**src/design/mfds_pkg.sv**
```systemverilog
package mfds_pkg;

  localparam int NUM_CORES   = 4;
  localparam int READY_DEPTH = 64;
  localparam int SLEEP_SLOTS = 64;

  localparam logic [1:0] CMD_TICK = 2'd0;
  localparam logic [1:0] CMD_ADD  = 2'd1;
  localparam logic [1:0] CMD_REQ  = 2'd2;

  localparam logic [1:0] KIND_ACK  = 2'd0;
  localparam logic [1:0] KIND_DISP = 2'd1;
  localparam logic [1:0] KIND_NEW  = 2'd2;
  localparam logic [1:0] KIND_REJ  = 2'd3;

  localparam logic [1:0] POL_FCFS = 2'd0;
  localparam logic [1:0] POL_RR   = 2'd1;

  localparam logic [1:0] CFG_POLICY  = 2'd0;
  localparam logic [1:0] CFG_QUANTUM = 2'd1;
  localparam logic [1:0] CFG_PERIOD  = 2'd2;

  localparam logic [15:0] QUANTUM_RST = 16'd5;

  typedef struct packed {
    logic [1:0]  cmd;
    logic [7:0]  task_id;
    logic [15:0] sleep_ticks;
    logic [3:0]  core_free;
    logic        batch_on;
  } in_t;

  typedef struct packed {
    logic [1:0]  kind;
    logic [1:0]  core_index;
    logic [7:0]  out_task;
    logic [15:0] budget;
    logic        last;
  } out_t;

  typedef struct packed {
    logic       load;
    logic       simple;
    logic       scan_start;
    logic       scan_step;
    logic       gen;
    logic       pop_rd;
    logic       disp;
    logic       ack;
    logic [1:0] core;
  } ctl_t;

  typedef struct packed {
    logic [1:0] cmd;
    logic       sleep_empty;
    logic       last_slot;
    logic       ready_empty;
    logic       gen_now;
    logic       can_disp;
    logic [3:0] core_free;
    logic       out_free;
  } sts_t;

endpackage

```
**src/design/multicore_fifo_dispatch_with_sleep.sv**
```systemverilog
// one request at a time; add and requeue pass the accept state and S_SIMPLE, plus output wait
// a tick passes the accept state, S_SIMPLE, S_SCAN0, one S_SCAN per sleep slot, S_GEN and S_DISP
// per core, plus S_POP per dispatch or S_ACK for a lone ack; sleep list compaction runs at one slot per cycle
// the output register lets the next request enter while the last result waits
// synchronous active-low reset clears counters, queue pointers and config
module multicore_fifo_dispatch_with_sleep
  import mfds_pkg::*;
#(
  parameter int READY_DEPTH = mfds_pkg::READY_DEPTH,
  parameter int SLEEP_SLOTS = mfds_pkg::SLEEP_SLOTS
) (
  input  logic           clk,
  input  logic           rst_n,
  input  logic           in_valid,
  output logic           in_stall,
  input  mfds_pkg::in_t  in_data,
  output logic           out_valid,
  input  logic           out_stall,
  output mfds_pkg::out_t out_data,
  input  logic           cfg_valid,
  output logic           cfg_ready,
  input  logic [1:0]     cfg_index,
  input  logic [15:0]    cfg_data
);

  ctl_t ctl;
  sts_t sts;

  assign cfg_ready = 1'b1;

  mfds_ctrl u_ctrl (
    .clk      (clk),
    .rst_n    (rst_n),
    .in_valid (in_valid),
    .in_stall (in_stall),
    .sts      (sts),
    .ctl      (ctl)
  );

  mfds_dp #(.READY_DEPTH(READY_DEPTH), .SLEEP_SLOTS(SLEEP_SLOTS)) u_dp (
    .clk       (clk),
    .rst_n     (rst_n),
    .ctl       (ctl),
    .sts       (sts),
    .in_data   (in_data),
    .out_valid (out_valid),
    .out_stall (out_stall),
    .out_data  (out_data),
    .cfg_we    (cfg_valid & cfg_ready),
    .cfg_index (cfg_index),
    .cfg_data  (cfg_data)
  );

endmodule

```
**src/design/mfds_ram.sv**
```systemverilog
module mfds_ram #(
  parameter int WIDTH = 8,
  parameter int DEPTH = 64,
  parameter int AW    = 6
) (
  input  logic             clk,
  input  logic             we,
  input  logic [AW-1:0]    wr_addr,
  input  logic [WIDTH-1:0] wr_data,
  input  logic             rd_en,
  input  logic [AW-1:0]    rd_addr,
  output logic [WIDTH-1:0] rd_data
);

  logic [WIDTH-1:0] mem [DEPTH];

  always_ff @(posedge clk) begin
    if (we) begin
      mem[wr_addr] <= wr_data;
    end
    if (rd_en) begin
      rd_data <= mem[rd_addr];
    end
  end

endmodule

```
**src/design/mfds_dp.sv**
```systemverilog
module mfds_dp #(
  parameter int READY_DEPTH = 64,
  parameter int SLEEP_SLOTS = 64
) (
  input  logic             clk,
  input  logic             rst_n,
  input  mfds_pkg::ctl_t   ctl,
  output mfds_pkg::sts_t   sts,
  input  mfds_pkg::in_t    in_data,
  output logic             out_valid,
  input  logic             out_stall,
  output mfds_pkg::out_t   out_data,
  input  logic             cfg_we,
  input  logic [1:0]       cfg_index,
  input  logic [15:0]      cfg_data
);
  import mfds_pkg::*;

  localparam int RA_W = $clog2(READY_DEPTH);
  localparam int RC_W = $clog2(READY_DEPTH + 1);
  localparam int SA_W = (SLEEP_SLOTS > 1) ? $clog2(SLEEP_SLOTS) : 1;
  localparam int SC_W = $clog2(SLEEP_SLOTS + 1);

  logic [1:0]      policy_r;
  logic [15:0]     quantum_r, period_r;
  in_t             item_r;
  logic [RC_W-1:0] rcount_r, rcount_nxt;
  logic [RA_W-1:0] rhead_r, rhead_nxt;
  logic [SC_W-1:0] scount_r, scount_nxt;
  logic [SA_W-1:0] scan_i_r, scan_i_nxt, keep_r, keep_nxt;
  logic [31:0]     cycle_r, cycle_nxt, old_r, old_nxt;
  logic [15:0]     phase_r, phase_nxt;
  logic [7:0]      next_id_r, next_id_nxt;
  logic            out_valid_r, out_valid_nxt;
  out_t            out_r, out_nxt;

  logic            rfull, sfull, rq_we, sl_we, sl_re, push, pop, due, later, emit;
  logic [RA_W-1:0] rq_waddr;
  logic [RA_W:0]   pos_sum;
  logic [7:0]      rq_wdata, rq_rdata;
  logic [SA_W-1:0] sl_waddr, sl_raddr;
  logic [39:0]     sl_wdata, sl_rdata;
  logic [31:0]     diff;
  logic [16:0]     phase_inc;

  assign rfull = rcount_r == RC_W'(READY_DEPTH);
  assign sfull = scount_r == SC_W'(SLEEP_SLOTS);
  assign diff  = old_r - sl_rdata[31:0];
  assign due   = !diff[31];
  assign phase_inc = {1'b0, phase_r} + 17'd1;

  assign pos_sum = {1'b0, rhead_r} + (RA_W+1)'(rcount_r);
  assign rq_waddr = (pos_sum >= (RA_W+1)'(READY_DEPTH)) ?
                    RA_W'(pos_sum - (RA_W+1)'(READY_DEPTH)) : pos_sum[RA_W-1:0];

  assign sts.cmd         = item_r.cmd;
  assign sts.sleep_empty = scount_r == '0;
  assign sts.last_slot   = ({1'b0, scan_i_r} + (SA_W+1)'(1)) == (SA_W+1)'(scount_r);
  assign sts.ready_empty = rcount_r == '0;
  assign sts.gen_now     = (period_r != '0) && item_r.batch_on && (phase_r == '0);
  assign sts.can_disp    = (policy_r == POL_FCFS) || (policy_r == POL_RR);
  assign sts.core_free   = item_r.core_free;
  assign sts.out_free    = !out_valid_r || !out_stall;

  always_comb begin
    later = 1'b0;
    for (int k = 0; k < NUM_CORES; k++) begin
      if (k > int'(ctl.core) && item_r.core_free[k]) begin
        later = 1'b1;
      end
    end
  end

  always_comb begin
    push     = 1'b0;
    rq_wdata = item_r.task_id;
    sl_we    = 1'b0;
    sl_waddr = keep_r;
    sl_wdata = sl_rdata;
    sl_re    = 1'b0;
    sl_raddr = '0;
    pop      = ctl.disp;
    rhead_nxt   = rhead_r;
    scount_nxt  = scount_r;
    scan_i_nxt  = scan_i_r;
    keep_nxt    = keep_r;
    cycle_nxt   = cycle_r;
    old_nxt     = old_r;
    phase_nxt   = phase_r;
    next_id_nxt = next_id_r;
    emit        = 1'b0;
    out_nxt     = '0;
    out_nxt.last = 1'b1;

    if (ctl.simple) begin
      emit = 1'b1;
      out_nxt.out_task = item_r.task_id;
      unique case (item_r.cmd)
        CMD_ADD: begin
          push = !rfull;
          out_nxt.kind = rfull ? KIND_REJ : KIND_ACK;
        end
        CMD_REQ: begin
          if (item_r.sleep_ticks != '0) begin
            sl_we    = !sfull;
            sl_waddr = SA_W'(scount_r);
            sl_wdata = {item_r.task_id, cycle_r + 32'(item_r.sleep_ticks)};
            scount_nxt = sfull ? scount_r : scount_r + SC_W'(1);
            out_nxt.kind = sfull ? KIND_REJ : KIND_ACK;
          end else begin
            push = !rfull;
            out_nxt.kind = rfull ? KIND_REJ : KIND_ACK;
          end
        end
        default: begin
          out_nxt.out_task = '0;
        end
      endcase
    end

    if (ctl.scan_start) begin
      old_nxt    = cycle_r;
      cycle_nxt  = cycle_r + 32'd1;
      scan_i_nxt = '0;
      keep_nxt   = '0;
      sl_re      = scount_r != '0;
    end

    if (ctl.scan_step) begin
      if (due && !rfull) begin
        push     = 1'b1;
        rq_wdata = sl_rdata[39:32];
      end else begin
        sl_we    = 1'b1;
        keep_nxt = keep_r + SA_W'(1);
      end
      scan_i_nxt = scan_i_r + SA_W'(1);
      sl_raddr   = scan_i_r + SA_W'(1);
      sl_re      = !sts.last_slot;
      if (sts.last_slot) begin
        scount_nxt = (due && !rfull) ? SC_W'(keep_r) : SC_W'(keep_r) + SC_W'(1);
      end
    end

    if (ctl.gen) begin
      if (sts.gen_now) begin
        emit     = 1'b1;
        push     = !rfull;
        rq_wdata = next_id_r;
        next_id_nxt = next_id_r + 8'd1;
        out_nxt.kind     = rfull ? KIND_REJ : KIND_NEW;
        out_nxt.out_task = next_id_r;
        out_nxt.last     = !(sts.can_disp && (item_r.core_free != '0));
      end
      if (period_r != '0) begin
        phase_nxt = (phase_inc >= {1'b0, period_r}) ? '0 : phase_inc[15:0];
      end else begin
        phase_nxt = '0;
      end
    end

    if (ctl.disp) begin
      emit = 1'b1;
      out_nxt.kind       = KIND_DISP;
      out_nxt.core_index = ctl.core;
      out_nxt.out_task   = rq_rdata;
      out_nxt.budget     = (policy_r == POL_RR) ? quantum_r : '0;
      out_nxt.last       = (rcount_r == RC_W'(1)) || !later;
      rhead_nxt = (rhead_r == RA_W'(READY_DEPTH - 1)) ? '0 : rhead_r + RA_W'(1);
    end

    if (ctl.ack) begin
      emit = 1'b1;
    end

    rq_we = push;
    if (push) begin
      rcount_nxt = rcount_r + RC_W'(1);
    end else if (pop) begin
      rcount_nxt = rcount_r - RC_W'(1);
    end else begin
      rcount_nxt = rcount_r;
    end

    if (emit) begin
      out_valid_nxt = 1'b1;
    end else if (!out_stall) begin
      out_valid_nxt = 1'b0;
    end else begin
      out_valid_nxt = out_valid_r;
    end
    if (!emit) begin
      out_nxt = out_r;
    end
  end

  mfds_ram #(.WIDTH(8), .DEPTH(READY_DEPTH), .AW(RA_W)) u_ready_ram (
    .clk     (clk),
    .we      (rq_we),
    .wr_addr (rq_waddr),
    .wr_data (rq_wdata),
    .rd_en   (ctl.pop_rd),
    .rd_addr (rhead_r),
    .rd_data (rq_rdata)
  );

  mfds_ram #(.WIDTH(40), .DEPTH(SLEEP_SLOTS), .AW(SA_W)) u_sleep_ram (
    .clk     (clk),
    .we      (sl_we),
    .wr_addr (sl_waddr),
    .wr_data (sl_wdata),
    .rd_en   (sl_re),
    .rd_addr (sl_raddr),
    .rd_data (sl_rdata)
  );

  always_ff @(posedge clk) begin
    if (!rst_n) begin
      policy_r    <= POL_FCFS;
      quantum_r   <= QUANTUM_RST;
      period_r    <= '0;
      rcount_r    <= '0;
      rhead_r     <= '0;
      scount_r    <= '0;
      cycle_r     <= '0;
      phase_r     <= '0;
      next_id_r   <= '0;
      out_valid_r <= 1'b0;
    end else begin
      if (cfg_we) begin
        unique case (cfg_index)
          CFG_POLICY:  policy_r  <= cfg_data[1:0];
          CFG_QUANTUM: quantum_r <= cfg_data;
          CFG_PERIOD:  period_r  <= cfg_data;
          default: ;
        endcase
      end
      rcount_r    <= rcount_nxt;
      rhead_r     <= rhead_nxt;
      scount_r    <= scount_nxt;
      cycle_r     <= cycle_nxt;
      phase_r     <= phase_nxt;
      next_id_r   <= next_id_nxt;
      out_valid_r <= out_valid_nxt;
    end
  end

  always_ff @(posedge clk) begin
    if (ctl.load) begin
      item_r <= in_data;
    end
    scan_i_r <= scan_i_nxt;
    keep_r   <= keep_nxt;
    old_r    <= old_nxt;
    out_r    <= out_nxt;
  end

  assign out_valid = out_valid_r;
  assign out_data  = out_r;

  a_ready_bound: assert property (@(posedge clk) disable iff (!rst_n)
    rcount_r <= RC_W'(READY_DEPTH)) else $error("ready count overflow");

  a_sleep_bound: assert property (@(posedge clk) disable iff (!rst_n)
    scount_r <= SC_W'(SLEEP_SLOTS)) else $error("sleep count overflow");

  a_emit_free: assert property (@(posedge clk) disable iff (!rst_n)
    emit |-> sts.out_free) else $error("result overwritten");

  a_pop_nonempty: assert property (@(posedge clk) disable iff (!rst_n)
    ctl.disp |-> rcount_r != '0) else $error("pop from empty queue");

endmodule

```
**src/design/mfds_ctrl.sv**
```systemverilog
module mfds_ctrl (
  input  logic           clk,
  input  logic           rst_n,
  input  logic           in_valid,
  output logic           in_stall,
  input  mfds_pkg::sts_t sts,
  output mfds_pkg::ctl_t ctl
);
  import mfds_pkg::*;

  localparam logic [2:0] S_IDLE   = 3'd0;
  localparam logic [2:0] S_SIMPLE = 3'd1;
  localparam logic [2:0] S_SCAN0  = 3'd2;
  localparam logic [2:0] S_SCAN   = 3'd3;
  localparam logic [2:0] S_GEN    = 3'd4;
  localparam logic [2:0] S_DISP   = 3'd5;
  localparam logic [2:0] S_POP    = 3'd6;
  localparam logic [2:0] S_ACK    = 3'd7;

  logic [2:0] state_r, state_nxt;
  logic [1:0] core_r, core_nxt;
  logic       emitted_r, emitted_nxt;
  logic       last_core;

  assign in_stall  = state_r != S_IDLE;
  assign last_core = core_r == 2'(NUM_CORES - 1);

  always_comb begin
    state_nxt   = state_r;
    core_nxt    = core_r;
    emitted_nxt = emitted_r;
    ctl         = '0;
    ctl.core    = core_r;
    unique case (state_r)
      S_IDLE: begin
        if (in_valid) begin
          ctl.load  = 1'b1;
          state_nxt = S_SIMPLE;
        end
      end
      S_SIMPLE: begin
        if (sts.cmd == CMD_TICK) begin
          state_nxt = S_SCAN0;
        end else if (sts.out_free) begin
          ctl.simple = 1'b1;
          state_nxt  = S_IDLE;
        end
      end
      S_SCAN0: begin
        ctl.scan_start = 1'b1;
        state_nxt = sts.sleep_empty ? S_GEN : S_SCAN;
      end
      S_SCAN: begin
        ctl.scan_step = 1'b1;
        if (sts.last_slot) begin
          state_nxt = S_GEN;
        end
      end
      S_GEN: begin
        if (!sts.gen_now || sts.out_free) begin
          ctl.gen     = 1'b1;
          emitted_nxt = sts.gen_now;
          core_nxt    = '0;
          state_nxt   = S_DISP;
        end
      end
      S_DISP: begin
        if (sts.core_free[core_r] && !sts.ready_empty && sts.can_disp) begin
          ctl.pop_rd = 1'b1;
          state_nxt  = S_POP;
        end else if (last_core) begin
          state_nxt = emitted_r ? S_IDLE : S_ACK;
        end else begin
          core_nxt = core_r + 2'd1;
        end
      end
      S_POP: begin
        if (sts.out_free) begin
          ctl.disp    = 1'b1;
          emitted_nxt = 1'b1;
          if (last_core) begin
            state_nxt = S_IDLE;
          end else begin
            core_nxt  = core_r + 2'd1;
            state_nxt = S_DISP;
          end
        end
      end
      S_ACK: begin
        if (sts.out_free) begin
          ctl.ack   = 1'b1;
          state_nxt = S_IDLE;
        end
      end
      default: state_nxt = S_IDLE;
    endcase
  end

  always_ff @(posedge clk) begin
    if (!rst_n) begin
      state_r   <= S_IDLE;
      core_r    <= '0;
      emitted_r <= 1'b0;
    end else begin
      state_r   <= state_nxt;
      core_r    <= core_nxt;
      emitted_r <= emitted_nxt;
    end
  end

  a_one_action: assert property (@(posedge clk) disable iff (!rst_n)
    $onehot0({ctl.simple, ctl.scan_step, ctl.gen, ctl.disp, ctl.ack}))
    else $error("conflicting datapath commands");

  a_pop_then_disp: assert property (@(posedge clk) disable iff (!rst_n)
    ctl.pop_rd |=> state_r == S_POP) else $error("pop read not followed");

  a_load_idle: assert property (@(posedge clk) disable iff (!rst_n)
    ctl.load |-> !in_stall) else $error("load while busy");

endmodule
```
**config.mk**
```make
export PLATFORM = sky130hd
export DESIGN_NAME = multicore_fifo_dispatch_with_sleep
export DESIGN_NICKNAME = d
export VERILOG_FILES = /design/src/design/mfds_pkg.sv /design/src/design/multicore_fifo_dispatch_with_sleep.sv /design/src/design/mfds_ram.sv /design/src/design/mfds_dp.sv /design/src/design/mfds_ctrl.sv
export SDC_FILE = /design/constraint.sdc
export NUM_CORES = 2
export LEC_CHECK = 0
export BUFFER_PORTS_ARGS = -buffer_cell sky130_fd_sc_hd__buf_2
export CAP_MARGIN = 15
export CORE_ASPECT_RATIO = 0.75
export CORE_MARGIN = 10
export CORE_UTILIZATION = 35
export CTS_BUF_LIST = sky130_fd_sc_hd__clkbuf_2
export DETAILED_ROUTE_END_ITERATION = 8
export PLACE_DENSITY = 0.49
export SETUP_SLACK_MARGIN = 0.05
export SYNTH_ARGS = -nofsm -noshare
export SYNTH_HDL_FRONTEND = slang
export SYNTH_SLANG_ARGS = --single-unit
export TNS_END_PERCENT = 30
```
**constraint.sdc**
```tcl
create_clock -name clk -period 14.2 [get_ports clk]
set_input_delay 0.71 -clock clk [delete_from_list [all_inputs] [get_ports clk]]
set_output_delay 0.71 -clock clk [all_outputs]
set_load 0.005 [all_outputs]
```
==> impl_metrics.tcl <==
set metrics [dict create \
    largest_family_of_logic_cells_by_synthesized_area "compound AO/OA/AOI/OAI gates" \
    initial_core_util_pct 35.2 \
    timing.clock.skew_ns 0.192 \
    timing.rr.end "u_dp.u_sleep_ram.mem[42][36]$_DFFE_PP_" \
    max_slew.worst_pin.slew_ns 1.33 \
    htreeDepth 6 \
    post-dp-hpwl_mm 241 \
    hold_buffers 159 \
    via_count_of_the_first_global_routing_pass 82600 \
    cts.clk_slew.worst_paths_ns 0.13 \
    die_y_microns 554 \
    period_minus_slack_ns 6.76 \
    timing.slew.headroom_pct 11.1 \
    top_level_ports 86 \
    cell_at_the_root_of_the_clock_tree "clkbuf_2" \
    max_cap_check_violation_count 0 \
    syn-mean-instance-area_sq_um 14.8 \
    tritoncts.num_buffers 796 \
    detailedRoute.firstPassIterationCount 6 \
    wl_mm 434 \
    drtAntennaViolNets 0 \
    cell_depth_of_the_worst_min_delay_path 5 \
    synth_area_leaders "edfxtp_1 73%, nand2_1 4.3%, o221ai_1 4.2%" \
    number_of_design_rule_violations_left_by_the_first_detailed_router_iteration 11000 \
    finalSetupViolations 0 \
    required_time_at_the_worst_slack_endpoint_ns 15.64 \
    area.growth.synth_to_final_pct 11.6 \
    core_area_sq_um 377000 \
    critical_path_class "reg -> reg" \
    status "finished clean" \
    antenna_violations_before_repair 33 \
    holdCritStartpoint "cfg_data[13]" \
    n_fill_cell 35400 \
    worst_setup_path_start_kind "register" \
    min-delay-path-class "in -> reg" \
    max-vdd-ir-drop_uv 96.2 \
    synth_seq_cells 3341 \
    grt_ovf 0 \
    cts.repair.resized 0 \
    gr-usage-all-layers_pct 20.4 \
    post_synthesis_simple_gate_area_fraction_pct 8.71 \
    timing.final.crit_share_pct 47.6 \
    timing.reg2reg.worst_path_depth 11 \
    drc_errors 0 \
    max_buffers_root_to_sink 4 \
    tritoncts "built" \
    maximum_number_of_pins_on_one_net_before_global_route_repair 175 \
    layout.nets 9721 \
    crit_path_end_kind "register" \
    fin_cells 15200 \
    rrSetupSlack_ns 7.44 \
    mostFrequentLayoutCells "3218 x edfxtp_1, 1517 x nand2_1, 1128 x clkbuf_2" \
    hold_ws_ns 0.235 \
    synthesis.nets 9123 \
    synth_enable_flop_cells 3218 \
    ys_seq_area_share_pct 74.5 \
    wire_per_inst_microns 28.6 \
    worstHoldEndpoint "u_dp.quantum_r[13]$_SDFFE_PN0P_" \
    place.detailed.instances 13600 \
    dieArea_sq_um 405000 \
    worstReg2RegStart "u_dp.u_sleep_ram.rd_data[9]$_DFFE_PP_" \
    synthDistinctLibCells 89 \
    synth_warnings 0 \
    postCtsSetupBuffers 0 \
    drv_slew 0 \
    vias_per_cell 5.67 \
    final_layout_size_suffix_gt1_share_pct 18.1 \
    netlist_area_sq_um 133000 \
    rsz0062_at_grt "no" \
    fin_setup_tns_ns 0 \
    synth-compound-area-share_pct 9.85 \
    leakage_nw 47.6 \
    synth_async_sr_flop_share_pct 0 \
    yosysTopAreaCellShare_pct 72.7 \
    finalHoldViolCount 0 \
    fp-row-count 195 \
    synthCells 8982 \
    routabilityCongestion 0.822 \
    layout.cells.most_common "edfxtp_1" \
    timing.critical_path.arrival_ns 8.20 \
    post-route-util_pct 39.3 \
    yosys-mux-area-fraction_pct 3.02 \
    clock_latency_on_the_worst_skew_pair_ns 1.98 \
    fmax_ghz 0.148 \
    clock_sinks 3341 \
    synth_area_leader_cell "edfxtp_1" \
    arithmetic_cell_share_of_the_synthesized_area_counting_full_adders_half_adders_and_majority_gates_pct 0.830 \
    p_per_area_nw_per_um2 148 \
    vias 85900 \
    dominantRegCellSynth "edfxtp_1" \
    portBuffers 84 \
    cp_max_fo 25 \
    grt_pass1_wl_mm 615 \
    synth-xor-area-share_pct 0.731 \
    die_width_microns 732 \
]
[synthesized netlist by cell type (5+ instances only)]
cell and instances:
edfxtp_1 3218, nand2_1 1526, o221ai_1 643, nand3_1 542, clkbuf_1 441, a21oi_1 419
nor2_1 237, o21ai_0 199, and3_1 189, buf_2 182, mux4_2 169, a31oi_1 163
a311oi_1 162, a211oi_1 126, dfxtp_1 123, ha_1 85, inv_1 74, xor2_1 64
o21ai_1 59, xnor2_1 47, buf_1 34, and2_1 26, nand4_1 21, mux2i_1 18
a22o_1 16, buf_4 14, nor3_1 13, nor4_1 13, a21o_1 10, nor2b_1 10
or3_1 10, a22oi_1 9, and4_1 9, nand2b_1 9, o21a_1 9, nand3b_1 7
inv_2 6, nor3b_1 5
[layout make-up]
class | instances | area, sq um | share of cell area, %
timing repair buffer | 472 | 3950 | 2.66
sequential | 3341 | 99100 | 66.7
clock buffer | 1128 | 5650 | 3.80
multi-input combinational | 4889 | 31900 | 21.5
antenna | 16 | 40.0 | 0.0270
inverter | 80 | 323 | 0.217
tap | 5023 | 6280 | 4.23
clock inverter | 201 | 1250 | 0.839
[critical path: stages (launching register included)]
cell and delay (ns):
edfxtp_1 0.95, inv_1 0.27, ha_1 0.37, and4_1 0.17, nand2_1 0.05, o21ai_0 0.88
a21oi_2 0.21, o21ai_2 0.58, a21o_2 0.34, nand3_1 0.87, nor2_4 0.95, buf_4 0.56
[metrics by stage]
step	power [mW]	cell area, sq um	worst slack, ns
floorplan	13.9	133000	8.62
global placement	15.7	140000	7.72
detailed placement	15.7	140000	7.70
CTS	22.0	148000	7.58
global route	22.8	148000	7.42
finish	21.9	148000	7.44
[worst max-delay path by stage]
stage / start / to / cells after the start / slack, ns
6_report: u_dp.u_sleep_ram.rd_data[9]$_DFFE_PP_ / u_dp.u_sleep_ram.mem[42][36]$_DFFE_PP_ / 11 / 7.44
5_1_grt: u_dp.scan_i_r[0]$_DFFE_PP_ / u_dp.u_sleep_ram.rd_data[24]$_DFFE_PP_ / 13 / 7.42
4_1_cts: u_dp.u_sleep_ram.rd_data[9]$_DFFE_PP_ / u_dp.u_sleep_ram.mem[42][33]$_DFFE_PP_ / 11 / 7.58
3_5_place_dp: u_dp.u_sleep_ram.rd_data[9]$_DFFE_PP_ / u_dp.u_sleep_ram.mem[10][9]$_DFFE_PP_ / 11 / 7.70
3_3_place_gp: u_dp.u_sleep_ram.rd_data[9]$_DFFE_PP_ / u_dp.u_sleep_ram.mem[42][37]$_DFFE_PP_ / 11 / 7.72
2_1_floorplan: u_dp.cycle_r[0]$_SDFFE_PN0P_ / u_dp.u_sleep_ram.mem[0][30]$_DFFE_PP_ / 12 / 8.62
[power breakdown]
part	leakage [nW]	total, mW	switching [mW]	internal, mW
Sequential	30.0	11.8	0.169	11.6
Combinational	12.4	3.82	2.97	0.843
Clock	5.29	6.31	3.89	2.41
Total	47.6	21.9	7.03	14.9
[logic make-up after synthesis]
kind of cell    count (synthesis)
compound gates               1855
mux                           190
other cells                     1
flops                        3341
simple gates                 2645
buf+inv                       752
fa+ha+maj                      87
xor+xnor                      111
[layer usage]
metal  share of wire (%)  vias to the layer above  GRT usage, %
li1                    -                    36900             -
met1                  46                    44300          31.7
met2                  42                     4272          28.4
met3                  10                      505          5.26
met4                 1.8                       14          4.54
met5               0.020                        -             0
[state kept, by name, summed over array words and instances, names as in the netlist, 7 cells and up]
register	count
u_dp.cycle_r	32
u_dp.item_r	25
u_dp.next_id_r	8
u_dp.old_r	32
u_dp.out_data	29
u_dp.period_r	16
u_dp.phase_r	16
u_dp.quantum_r	16
u_dp.rcount_r	7
u_dp.scount_r	7
u_dp.u_ready_ram.mem	512
u_dp.u_ready_ram.rd_data	8
u_dp.u_sleep_ram.mem	2560
u_dp.u_sleep_ram.rd_data	40
No activity file was read; power rests on OpenSTA's default activity.
